<file path="src/rtl/mtc_pkg.sv">
// ----------------------------------------------------------------------------
// mtc_pkg: shared types and constants of the member table
// Operation and status codes, entry and request records, table geometry.
// ----------------------------------------------------------------------------
package mtc_pkg;

  localparam int TABLE_DEPTH = 16;
  localparam int STEP_W      = $clog2(TABLE_DEPTH);
  localparam int COUNT_W     = $clog2(TABLE_DEPTH + 1);

  localparam int ID_W       = 64;
  localparam int ADDR_W     = 32;
  localparam int MODE_W     = 3;
  localparam int STATUS_W   = 3;
  localparam int MCOUNT_W   = 5;
  localparam int IN_DATA_W  = 160;
  localparam int OUT_DATA_W = 168;

  localparam logic [MODE_W-1:0] MODE_INIT      = 3'd0;
  localparam logic [MODE_W-1:0] MODE_ADD       = 3'd1;
  localparam logic [MODE_W-1:0] MODE_FIND_ID   = 3'd2;
  localparam logic [MODE_W-1:0] MODE_FIND_ADDR = 3'd3;
  localparam logic [MODE_W-1:0] MODE_DELETE    = 3'd4;
  localparam logic [MODE_W-1:0] MODE_CLEAR     = 3'd5;

  localparam logic [STATUS_W-1:0] STAT_OK        = 3'd0;
  localparam logic [STATUS_W-1:0] STAT_NOT_INIT  = 3'd1;
  localparam logic [STATUS_W-1:0] STAT_DUPLICATE = 3'd2;
  localparam logic [STATUS_W-1:0] STAT_FULL      = 3'd3;
  localparam logic [STATUS_W-1:0] STAT_NOT_FOUND = 3'd4;

  typedef enum logic [1:0] {
    S_IDLE,
    S_WALK,
    S_DONE
  } state_t;

  typedef struct packed {
    logic              valid;
    logic              pend;
    logic [ID_W-1:0]   id_hi;
    logic [ID_W-1:0]   id_lo;
    logic [ADDR_W-1:0] addr;
  } entry_t;

  typedef struct packed {
    logic [MODE_W-1:0] mode;
    logic [ID_W-1:0]   id_hi;
    logic [ID_W-1:0]   id_lo;
    logic [ADDR_W-1:0] addr;
  } req_t;

  typedef struct packed {
    logic shift;
    logic clear;
    logic commit;
    logic commit_ok;
  } cell_ctrl_t;

  typedef struct packed {
    logic local_slot;
    logic placed;
  } head_ctrl_t;

  typedef struct packed {
    logic id_hit;
    logic addr_hit;
    logic place;
  } hit_t;

endpackage

</file>
<file path="src/rtl/member_table_cam_top.sv">
// ----------------------------------------------------------------------------
// member_table_cam_top: bounded membership table, one operation per request
// Entries rotate through a ring of cells past a single comparator.
// ----------------------------------------------------------------------------
// Flow: add, find and delete on a ready table walk every slot past the head
//   in S_WALK and give the result from S_DONE; init, clear, unused modes and
//   requests on an uninitialized table go from S_IDLE straight to S_DONE.
// One request at a time, taken only in S_IDLE after S_DONE has registered the
//   last result; the one comparator sees each slot once per full ring rotation.
// Reset: synchronous; table uninitialized, all slots invalid, count zero.
module member_table_cam_top
  import mtc_pkg::*;
(
  input  logic                  clk,
  input  logic                  rst,
  input  logic                  s_tvalid,
  output logic                  s_tready,
  // id_high[63:0], id_low[127:64], address[159:128]
  input  logic [IN_DATA_W-1:0]  s_tdata,
  // mode[2:0]
  input  logic [MODE_W-1:0]     s_tuser,
  output logic                  m_tvalid,
  input  logic                  m_tready,
  // found_id_high[63:0], found_id_low[127:64], found_address[159:128],
  // member_count[164:160], zero[167:165]
  output logic [OUT_DATA_W-1:0] m_tdata,
  // status[2:0]
  output logic [STATUS_W-1:0]   m_tuser
);

  state_t state_q, state_next;

  req_t              req_q;
  req_t              req_in;
  logic [STEP_W-1:0] step_q;
  logic              ready_q;
  logic [COUNT_W-1:0] count_q;

  logic              dup_q;
  logic              placed_q;
  logic              find_hit_q;
  logic              del_hit_q;
  logic [ID_W-1:0]   fnd_hi_q;
  logic [ID_W-1:0]   fnd_lo_q;
  logic [ADDR_W-1:0] fnd_addr_q;

  cell_ctrl_t cctl;
  logic       load0;
  logic       out_fire;
  logic       walk_op;

  entry_t     cell_q [TABLE_DEPTH];
  entry_t     wrap;
  hit_t       hit;
  head_ctrl_t hctl;

  logic [STATUS_W-1:0] status_next;
  logic [COUNT_W-1:0]  count_next;
  logic                ready_next;
  logic [ID_W-1:0]     f_hi;
  logic [ID_W-1:0]     f_lo;
  logic [ADDR_W-1:0]   f_addr;

  assign req_in = '{mode: s_tuser, id_hi: s_tdata[63:0], id_lo: s_tdata[127:64],
                    addr: s_tdata[159:128]};

  assign walk_op = (s_tuser == MODE_ADD) || (s_tuser == MODE_FIND_ID) ||
                   (s_tuser == MODE_FIND_ADDR) || (s_tuser == MODE_DELETE);

  // ring of cells: each takes its right neighbor, the last takes the head's edit
  for (genvar i = 0; i < TABLE_DEPTH; i++) begin : g_cell
    entry_t nb;
    if (i == TABLE_DEPTH - 1) begin : g_last
      assign nb = wrap;
    end else begin : g_mid
      assign nb = cell_q[i+1];
    end
    mtc_cell u_cell (
      .clk      (clk),
      .rst      (rst),
      .ctrl     (cctl),
      .load     (load0 && (i == 0)),
      .load_req (req_q),
      .shift_in (nb),
      .q        (cell_q[i])
    );
  end

  assign hctl.local_slot = (step_q == '0);
  assign hctl.placed     = placed_q;

  mtc_head u_head (
    .head (cell_q[0]),
    .req  (req_q),
    .hctl (hctl),
    .hit  (hit),
    .wrap (wrap)
  );

  always_ff @(posedge clk) begin
    if (rst) begin
      state_q <= S_IDLE;
    end else begin
      state_q <= state_next;
    end
  end

  always_comb begin
    state_next = state_q;
    s_tready   = 1'b0;
    cctl       = '0;
    load0      = 1'b0;
    out_fire   = 1'b0;
    case (state_q)
      S_IDLE: begin
        // hold off requests while in reset
        s_tready = !rst;
        if (s_tvalid) begin
          state_next = (walk_op && ready_q) ? S_WALK : S_DONE;
        end
      end
      S_WALK: begin
        cctl.shift = 1'b1;
        if (step_q == STEP_W'(TABLE_DEPTH - 1)) begin
          state_next = S_DONE;
        end
      end
      S_DONE: begin
        if (!m_tvalid || m_tready) begin
          out_fire   = 1'b1;
          state_next = S_IDLE;
          case (req_q.mode)
            MODE_INIT: begin
              cctl.clear = 1'b1;
              load0      = 1'b1;
            end
            MODE_ADD: begin
              cctl.commit    = ready_q;
              cctl.commit_ok = !dup_q && placed_q;
            end
            MODE_CLEAR: begin
              cctl.clear = ready_q;
            end
            default: begin
            end
          endcase
        end
      end
      default: begin
        state_next = S_IDLE;
      end
    endcase
  end

  // result of the finished request
  always_comb begin
    status_next = STAT_OK;
    count_next  = count_q;
    ready_next  = ready_q;
    f_hi        = '0;
    f_lo        = '0;
    f_addr      = '0;
    case (req_q.mode)
      MODE_INIT: begin
        count_next = COUNT_W'(1);
        ready_next = 1'b1;
      end
      MODE_ADD: begin
        if (!ready_q) begin
          status_next = STAT_NOT_INIT;
        end else if (dup_q) begin
          status_next = STAT_DUPLICATE;
        end else if (!placed_q) begin
          status_next = STAT_FULL;
        end else begin
          count_next = COUNT_W'(count_q + 1'b1);
        end
      end
      MODE_FIND_ID, MODE_FIND_ADDR: begin
        if (!ready_q) begin
          status_next = STAT_NOT_INIT;
        end else if (find_hit_q) begin
          f_hi   = fnd_hi_q;
          f_lo   = fnd_lo_q;
          f_addr = fnd_addr_q;
        end else begin
          status_next = STAT_NOT_FOUND;
        end
      end
      MODE_DELETE: begin
        if (!ready_q) begin
          status_next = STAT_NOT_INIT;
        end else if (del_hit_q) begin
          count_next = COUNT_W'(count_q - 1'b1);
        end else begin
          status_next = STAT_NOT_FOUND;
        end
      end
      MODE_CLEAR: begin
        if (!ready_q) begin
          status_next = STAT_NOT_INIT;
        end else begin
          count_next = '0;
          ready_next = 1'b0;
        end
      end
      default: begin
        status_next = STAT_NOT_FOUND;
      end
    endcase
  end

  always_ff @(posedge clk) begin
    if (rst) begin
      ready_q    <= 1'b0;
      count_q    <= '0;
      step_q     <= '0;
      dup_q      <= 1'b0;
      placed_q   <= 1'b0;
      find_hit_q <= 1'b0;
      del_hit_q  <= 1'b0;
      m_tvalid   <= 1'b0;
    end else begin
      if (s_tvalid && s_tready) begin
        step_q     <= '0;
        dup_q      <= 1'b0;
        placed_q   <= 1'b0;
        find_hit_q <= 1'b0;
        del_hit_q  <= 1'b0;
      end else if (state_q == S_WALK) begin
        step_q    <= step_q + 1'b1;
        dup_q     <= dup_q | hit.id_hit | hit.addr_hit;
        placed_q  <= placed_q | hit.place;
        del_hit_q <= del_hit_q | (hit.id_hit && !hctl.local_slot);
        if (((req_q.mode == MODE_FIND_ID) && hit.id_hit) ||
            ((req_q.mode == MODE_FIND_ADDR) && hit.addr_hit)) begin
          find_hit_q <= 1'b1;
        end
      end
      if (out_fire) begin
        ready_q  <= ready_next;
        count_q  <= count_next;
        m_tvalid <= 1'b1;
      end else if (m_tready) begin
        m_tvalid <= 1'b0;
      end
    end
  end

  // payload registers
  always_ff @(posedge clk) begin
    if (s_tvalid && s_tready) begin
      req_q <= req_in;
    end
    if ((state_q == S_WALK) &&
        (((req_q.mode == MODE_FIND_ID) && hit.id_hit) ||
         ((req_q.mode == MODE_FIND_ADDR) && hit.addr_hit))) begin
      fnd_hi_q   <= cell_q[0].id_hi;
      fnd_lo_q   <= cell_q[0].id_lo;
      fnd_addr_q <= cell_q[0].addr;
    end
    if (out_fire) begin
      m_tdata <= OUT_DATA_W'({MCOUNT_W'(count_next), f_addr, f_lo, f_hi});
      m_tuser <= status_next;
    end
  end

endmodule

</file>
<file path="src/rtl/mtc_cell.sv">
// ----------------------------------------------------------------------------
// mtc_cell: one slot of the rotating member table
// Holds one entry and takes its neighbor's entry on every shift.
// ----------------------------------------------------------------------------
module mtc_cell
  import mtc_pkg::*;
(
  input  logic       clk,
  input  logic       rst,
  input  cell_ctrl_t ctrl,
  input  logic       load,
  input  req_t       load_req,
  input  entry_t     shift_in,
  output entry_t     q
);

  logic              valid;
  logic              pend;
  logic [ID_W-1:0]   id_hi;
  logic [ID_W-1:0]   id_lo;
  logic [ADDR_W-1:0] addr;

  always_ff @(posedge clk) begin
    if (rst) begin
      valid <= 1'b0;
      pend  <= 1'b0;
    end else if (load) begin
      valid <= 1'b1;
      pend  <= 1'b0;
    end else if (ctrl.clear) begin
      valid <= 1'b0;
      pend  <= 1'b0;
    end else if (ctrl.commit) begin
      // promote the tentative slot only when the add went through
      valid <= valid | (pend & ctrl.commit_ok);
      pend  <= 1'b0;
    end else if (ctrl.shift) begin
      valid <= shift_in.valid;
      pend  <= shift_in.pend;
    end
  end

  always_ff @(posedge clk) begin
    if (load) begin
      id_hi <= load_req.id_hi;
      id_lo <= load_req.id_lo;
      addr  <= load_req.addr;
    end else if (ctrl.shift) begin
      id_hi <= shift_in.id_hi;
      id_lo <= shift_in.id_lo;
      addr  <= shift_in.addr;
    end
  end

  assign q = '{valid: valid, pend: pend, id_hi: id_hi, id_lo: id_lo, addr: addr};

endmodule

</file>
<file path="src/rtl/mtc_head.sv">
// ----------------------------------------------------------------------------
// mtc_head: comparator at the head of the ring
// Matches the head entry against the request and edits it on its way round.
// ----------------------------------------------------------------------------
module mtc_head
  import mtc_pkg::*;
(
  input  entry_t     head,
  input  req_t       req,
  input  head_ctrl_t hctl,
  output hit_t       hit,
  output entry_t     wrap
);

  logic id_eq;
  logic addr_eq;
  logic place;

  assign id_eq   = (head.id_hi == req.id_hi) && (head.id_lo == req.id_lo);
  assign addr_eq = (head.addr == req.addr);

  // first free non-local slot takes the new entry, still invalid until commit
  assign place = (req.mode == MODE_ADD) && !head.valid && !head.pend &&
                 !hctl.local_slot && !hctl.placed;

  assign hit.id_hit   = head.valid && id_eq;
  assign hit.addr_hit = head.valid && addr_eq;
  assign hit.place    = place;

  always_comb begin
    wrap = head;
    if ((req.mode == MODE_DELETE) && head.valid && id_eq && !hctl.local_slot) begin
      wrap.valid = 1'b0;
    end
    if (place) begin
      wrap.pend  = 1'b1;
      wrap.id_hi = req.id_hi;
      wrap.id_lo = req.id_lo;
      wrap.addr  = req.addr;
    end
  end

endmodule

</file>
<file path="config.mk">
export PLATFORM = sky130hd
export DESIGN_NAME = member_table_cam_top
export DESIGN_NICKNAME = d
export VERILOG_FILES = /design/src/rtl/mtc_pkg.sv /design/src/rtl/member_table_cam_top.sv /design/src/rtl/mtc_cell.sv /design/src/rtl/mtc_head.sv
export SDC_FILE = /design/constraint.sdc
export NUM_CORES = 2
export LEC_CHECK = 0
export ABC_AREA = 1
export BUFFER_PORTS_ARGS = -buffer_cell sky130_fd_sc_hd__buf_2
export CORE_ASPECT_RATIO = 0.7
export CORE_UTILIZATION = 60
export CTS_CLUSTER_DIAMETER = 50
export DETAILED_ROUTE_END_ITERATION = 16
export GPL_TIMING_DRIVEN = 0
export MAX_ROUTING_LAYER = met4
export PLACE_DENSITY = 0.77
export REMOVE_ABC_BUFFERS = 1
export SLEW_MARGIN = 20
export SYNTH_ARGS = -nofsm -noshare
export SYNTH_HDL_FRONTEND = slang
export SYNTH_SLANG_ARGS = --single-unit
</file>
<file path="constraint.sdc">
create_clock -name clk -period 82.3 [get_ports clk]
set_input_delay 16.46 -clock clk [delete_from_list [all_inputs] [get_ports clk]]
set_output_delay 16.46 -clock clk [all_outputs]
set_load 0.03 [all_outputs]
</file>
Word level (Yosys, flattened, before mapping)
Cells that the tools add are included.

Input bits: 167. Flip-flop bits (word level): 3100. Latch bits: 0. ROM bits: 0. RAM bits: 0. Output and inout port bits: 173. Memories kept: 0. Word-level logic and storage cells: 279.

$add $sub $neg: 3. Multiply operators: 0. Reduce and logical (&&, ||, !) cells: 46. Multiplexer cells: 77. Bitwise gates (word level): 36. Equal/unequal tests: 18. Shift operators: 0. $lt $le $gt $ge: 0. Div/mod/pow operators: 0.

Operator list (number): 2-to-1 mux 64 bit (4); 2-to-1 mux 161 bit (1); equality test 64 bit (2); 2-to-1 mux 32 bit (2); 2-to-1 mux 1 bit (45); equality test 32 bit (1); 2-to-1 mux 5 bit (6); bitwise OR 1 bit (20); case mux 5 bit (4 select lines) (1); 2-to-1 mux 3 bit (6); logical AND 1 bit (17); AND 1 bit (16); 2-to-1 mux 2 bit (8); case mux 3 bit (5 select lines) (1); equality test 3 x 2 -> 1 bit (second input constant) (4); equality test 3 bit (second input constant) (3); nonzero test 2 bit (4); logical NOT 1 bit (7); equality test 3 x 1 -> 1 bit (second input constant) (2); != test 2 bit (second input constant) (3); case mux 2 bit (3 select lines) (1); AND reduction 3 bit (2); OR reduction 2 bit (3); adder 5 x 1 -> 5 bit (second input constant) (1); other kinds (14) (20).

Depth between registers and ports, before layout
Depth after elaboration: 10. Depth in mapped cells: 13. Depth with buffers taken out: 13.

By module
Synthesis repeated with hierarchy kept, for this count alone.

Cell total of the unflattened synthesis: 13261. Area, all modules: 134366.4 µm².

By module, submodules not included: mtc_cell (sequential area each 4844.6 µm², area an instance 7011.7 µm², times used 16, cells each 699); member_table_cam_top (sequential area each 15084.5 µm², area an instance 17372.9 µm², times used 1, cells each 1040); mtc_head (sequential area each 0.0 µm², area an instance 4805.9 µm², times used 1, cells each 1037).

Worst setup path before layout
No wires, ideal clock.

Path type: register -> register. Start point: register state_q[0]. End point: register g_cell[10].u_cell.pend. Path buffers: 2. Setup slack: 12875 ps. Data arrival time: 69216 ps. Data required time: 82091 ps. Setup time: 209 ps. Cell stages (with the launch flop): 7. Clock period less this slack: 69425 ps. Cells stage by stage: dfxtp_1 inv_1 nor2_1 buf_2 buf_1 nand2_1 a21oi_2.

Longest elaborated chain between the ends: 3. Elaborated cells on any way between the ends: 5. Classes of those cells: 2 x eq/ne; 2 x mux; 1 x reduce/logical.

RTL lines: start: declaration (line member_table_cam_top.sv:31) `state_t state_q, state_next;`; start signal: assignment (line member_table_cam_top.sv:104) `state_q <= state_next;`; equality test 2 bit (line member_table_cam_top.sv:114) `case (state_q)`; 2-to-1 mux 3 bit (line member_table_cam_top.sv:114); OR reduction 3 bit (no source line); end signal: assignment (line mtc_cell.sv:39) `pend <= shift_in.pend;`; end: declaration (line mtc_cell.sv:18) `logic pend;`.

Several ways; a longest one is shown, not always the timed one. A chain may end at the register's enable or synchronous reset.

Final worst setup path
Start point: input rst. End point: output s_tready.

Longest elaborated chain between the ends: 2.

RTL lines: start: declaration (line member_table_cam_top.sv:15) `input logic rst,`; logical NOT 1 bit (line member_table_cam_top.sv:117) `s_tready = !rst;`; 2-to-1 mux 1 bit (line member_table_cam_top.sv:114); end: declaration (line member_table_cam_top.sv:17) `output logic s_tready,`.

No other way between the ends.

==> impl_metrics.csv <==
group,metric,value,unit
status,status,"complete, no violations",
clock_network,clk_latency,910,ps
timing,setup_viol,0,
worst_hold_path,hold_end,"g_cell[8].u_cell.addr[25]",
clock_network,cts_buffers,287,
placement,port-buffer-count,336,
critical_path,r2r-start,"state_q[0]",
clock_network,cts_tree,"built",
timing,grt_setup_unrepaired,"no",
clock_network,cts_hold_buf,0,
layout,nFillCells,9654,
floorplanning,pin_count,340,
layout,drive_gt1_share,17.2,%
routing,routedWlPerCell,22.2,µm
layout,area_growth,15.5,%
floorplanning,die_y,348,µm
logic_synthesis,synth_seq_area_share,90.5,%
logic_synthesis,yosysUniqueCellTypes,49,
routing,drc_errors,0,
timing,final.setup.tns,0,ps
grt,grt.busiest_layer,"met2",
power,ir_drop,0.0000211,V
worst_hold_path,worstHoldPathType,"flip-flop to flip-flop",
timing,relSlewSlack,42.6,%
timing,hold_violations,0,
worst_hold_path,holdCritStartpoint,"g_cell[9].u_cell.addr[25]",
layout,fin_nets,6037,
critical_path,r2r_end,"g_cell[11].u_cell.id_hi[20]",
floorplanning,fp.coreArea,0.169,mm²
placement,dpl.hpwl,110000,µm
logic_synthesis,synth_area,0.102,mm²
critical_path,r2r_setup_slack,76760,ps
grt,grt_max_degree,70,
grt,grtUsageMet3,3.73,%
floorplanning,die_w,496,µm
critical_path,cp.required,65840,ps
routing,drt_pre_antenna_iters,6,
layout,seq_area,0.0926,mm²
logic_synthesis,synth_flop_cell,"edfxtp_1",
power,powerDensity,25.8,mW/mm²
grt,antenna_found_initial,5,
logic_synthesis,async_flop_share,0,%
grt,grt_pass1_vias,45564,
clock_network,cts_setup_buffers,0,
logic_synthesis,synth_edf_count,3051,
critical_path,path_max_fanout,14,
routing,drt_iter0_drc,4669,
clock_network,ctsResizeCount,0,
power,leakage,0.0412,µW
routing,vias,45350,
floorplanning,start_util,60.6,%
floorplanning,row_count,126,
layout,postLayoutCoreUtil,70.0,%
placement,gp_congestion,0.810,
clock_network,ctsRootBufferMaster,"clkbuf_16",
timing,slew_viol_final,0,
logic_synthesis,synth-warning-count,0,
clock_network,cts_max_level,5,
timing,worstMarginPinSlew,858,ps
clock_network,clock-sinks,3100,
critical_path,cp-start-kind,"primary input",
grt,grtUsageTotal,22.3,%
logic_synthesis,syn_area_per_cell,19.7,µm²
routing,totalWireLength,184000,µm
grt,grt_util_met1,31.3,%
timing,timing.final.crit_share,40.8,%
critical_path,cp.arrival,17100,ps
routing,ant_nets,0,
clock_network,cts.clk_slew.worst_paths,60,ps
routing,viasPerCell,5.46,
layout,multi_input_area,0.00738,mm²
critical_path,critPathCaptureType,"output pin",
worst_hold_path,whs_path_depth,0,
floorplanning,dieArea,0.172,mm²
critical_path,worstSetupPathType,"primary input to output pin",
logic_synthesis,synth.ff_latch_count,3100,
grt,grt_use_met2,33.9,%
timing,period_minus_slack,33560,ps
logic_synthesis,synthCells,5185,
clock_network,cts.path.max_buffers,4,
grt,overflow,0,
job,cap_viol_max_count,0,
critical_path,r2r_cells,21,
grt,grt_pass1_wl,276000,µm
timing,max_clock_freq,0.0298,GHz
timing,skew,68.5,ps
cell usage after synthesis, types with 2 or more instances:
| master | instances | share of area, % |
|---|---|---|
| a21oi_1 | 23 | 0.11 |
| a21oi_2 | 10 | 0.086 |
| a221oi_2 | 2 | 0.029 |
| a31oi_1 | 2 | 0.012 |
| buf_1 | 3 | 0.011 |
| buf_2 | 22 | 0.11 |
| buf_4 | 4 | 0.029 |
| buf_6 | 33 | 0.36 |
| clkbuf_1 | 42 | 0.15 |
| dfxtp_1 | 49 | 0.96 |
| edfxtp_1 | 3051 | 90 |
| ha_1 | 4 | 0.049 |
| inv_1 | 458 | 1.7 |
| inv_2 | 2 | 0.0073 |
| nand2_1 | 708 | 2.6 |
| nand2_2 | 2 | 0.012 |
| nand3_1 | 27 | 0.13 |
| nand4_1 | 10 | 0.061 |
| nor2_1 | 264 | 0.97 |
| nor2_2 | 2 | 0.012 |
| nor2_4 | 3 | 0.033 |
| nor3_1 | 11 | 0.054 |
| o211ai_1 | 13 | 0.095 |
| o21ai_0 | 189 | 0.92 |
| o21ai_1 | 47 | 0.23 |
| o21ai_2 | 130 | 1.1 |
| o221ai_1 | 5 | 0.043 |
| o221ai_2 | 2 | 0.029 |
| or2_2 | 6 | 0.037 |
| xnor2_1 | 21 | 0.18 |
| xor2_1 | 22 | 0.19 |
logic make-up (layout without fill, tap and decap cells):
logic type	Yosys count	in the layout	synth area share, %
other	1	4	0.00366
AND/OR/NAND/NOR	1040	1040	3.98
XOR/XNOR	43	43	0.368
flip-flops	3100	3100	90.5
adder cells (fa/ha/maj)	4	4	0.0489
buffers and inverters	564	1436	2.35
AO/OA/AOI/OAI	433	433	2.76
per-stage QoR:
stage	setup WS (ps)	hold slack [ps]	std cells	power (µW)	area, µm²
5_1_grt	48730	384	8300	3130	118000
3_3_place_gp	-137810	400	7659	1860	106000
3_5_place_dp	48790	405	7817	1830	110000
4_1_cts	48790	375	8299	3070	118000
6_report	48740	380	8300	3050	118000
2_1_floorplan	-80340	400	5083	1830	102000
power breakdown:
group          switching [µW]  total [µW]  internal, µW
Clock                     551        1250           701
Combinational            40.9        57.0          16.1
Sequential               7.48        1740          1730
layout make-up:
| type | count | area share, % |
|---|---|---|
| diodes | 1 | 0.00212 |
| multi-input cells | 1523 | 6.24 |
| repair buffers | 494 | 4.29 |
| clock inverters | 138 | 0.911 |
| clock buffers | 344 | 6.40 |
| well taps | 2240 | 2.37 |
| inverters | 460 | 1.47 |
| flip-flops and latches | 3100 | 78.3 |
state kept, by name, summed over array words and instances, names as in the netlist, 2 cells and up:
register / cells
fnd_addr_q: 32
fnd_hi_q: 64
state_q: 2
g_cell.u_cell.id_hi: 1024
m_tuser: 3
g_cell.u_cell.id_lo: 1024
fnd_lo_q: 64
m_tdata: 165
g_cell.u_cell.addr: 512
req_q: 163
step_q: 4
g_cell.u_cell.valid: 16
g_cell.u_cell.pend: 16
count_q: 5
worst max-delay path by stage:
| stage | startpoint | endpoint | slack (ps) |
|---|---|---|---|
| after floorplan | state_q[0] | g_cell[0].u_cell.valid | -80340 |
| after global placement | state_q[0] | g_cell[0].u_cell.valid | -137810 |
| after detailed placement | rst | s_tready | 48790 |
| after CTS | rst | s_tready | 48790 |
| after global routing | rst | s_tready | 48730 |
| final | rst | s_tready | 48740 |
metal layers:
layer | share of wire (%) | routed length, µm | up-vias
met3 | 6.2 | 11300 | 396
li1 | - | - | 20335
met2 | 48 | 88600 | 1690
met1 | 42 | 78100 | 22929
met4 | 3.3 | 6010 | 0
met5 | 0 | 0 | -
worst max-delay path, stage by stage:
cell	delay [ps]
buf_2	340
nor2_1	100
buf_2	190
placed cells by master (no fill, tap or decap), drive strengths merged, types with 10 or more instances in the layout:
cell    count
dfxtp      49
xor2       22
nor2      269
o21ai     366
xnor2      21
nand4      10
clkinv    109
edfxtp   3051
nor3       13
nand3      29
nand2     711
o211ai     13
clkbuf    344
a21oi      33
bufinv     15
inv       467
buf       494
(Power assumes the default switching activity.)
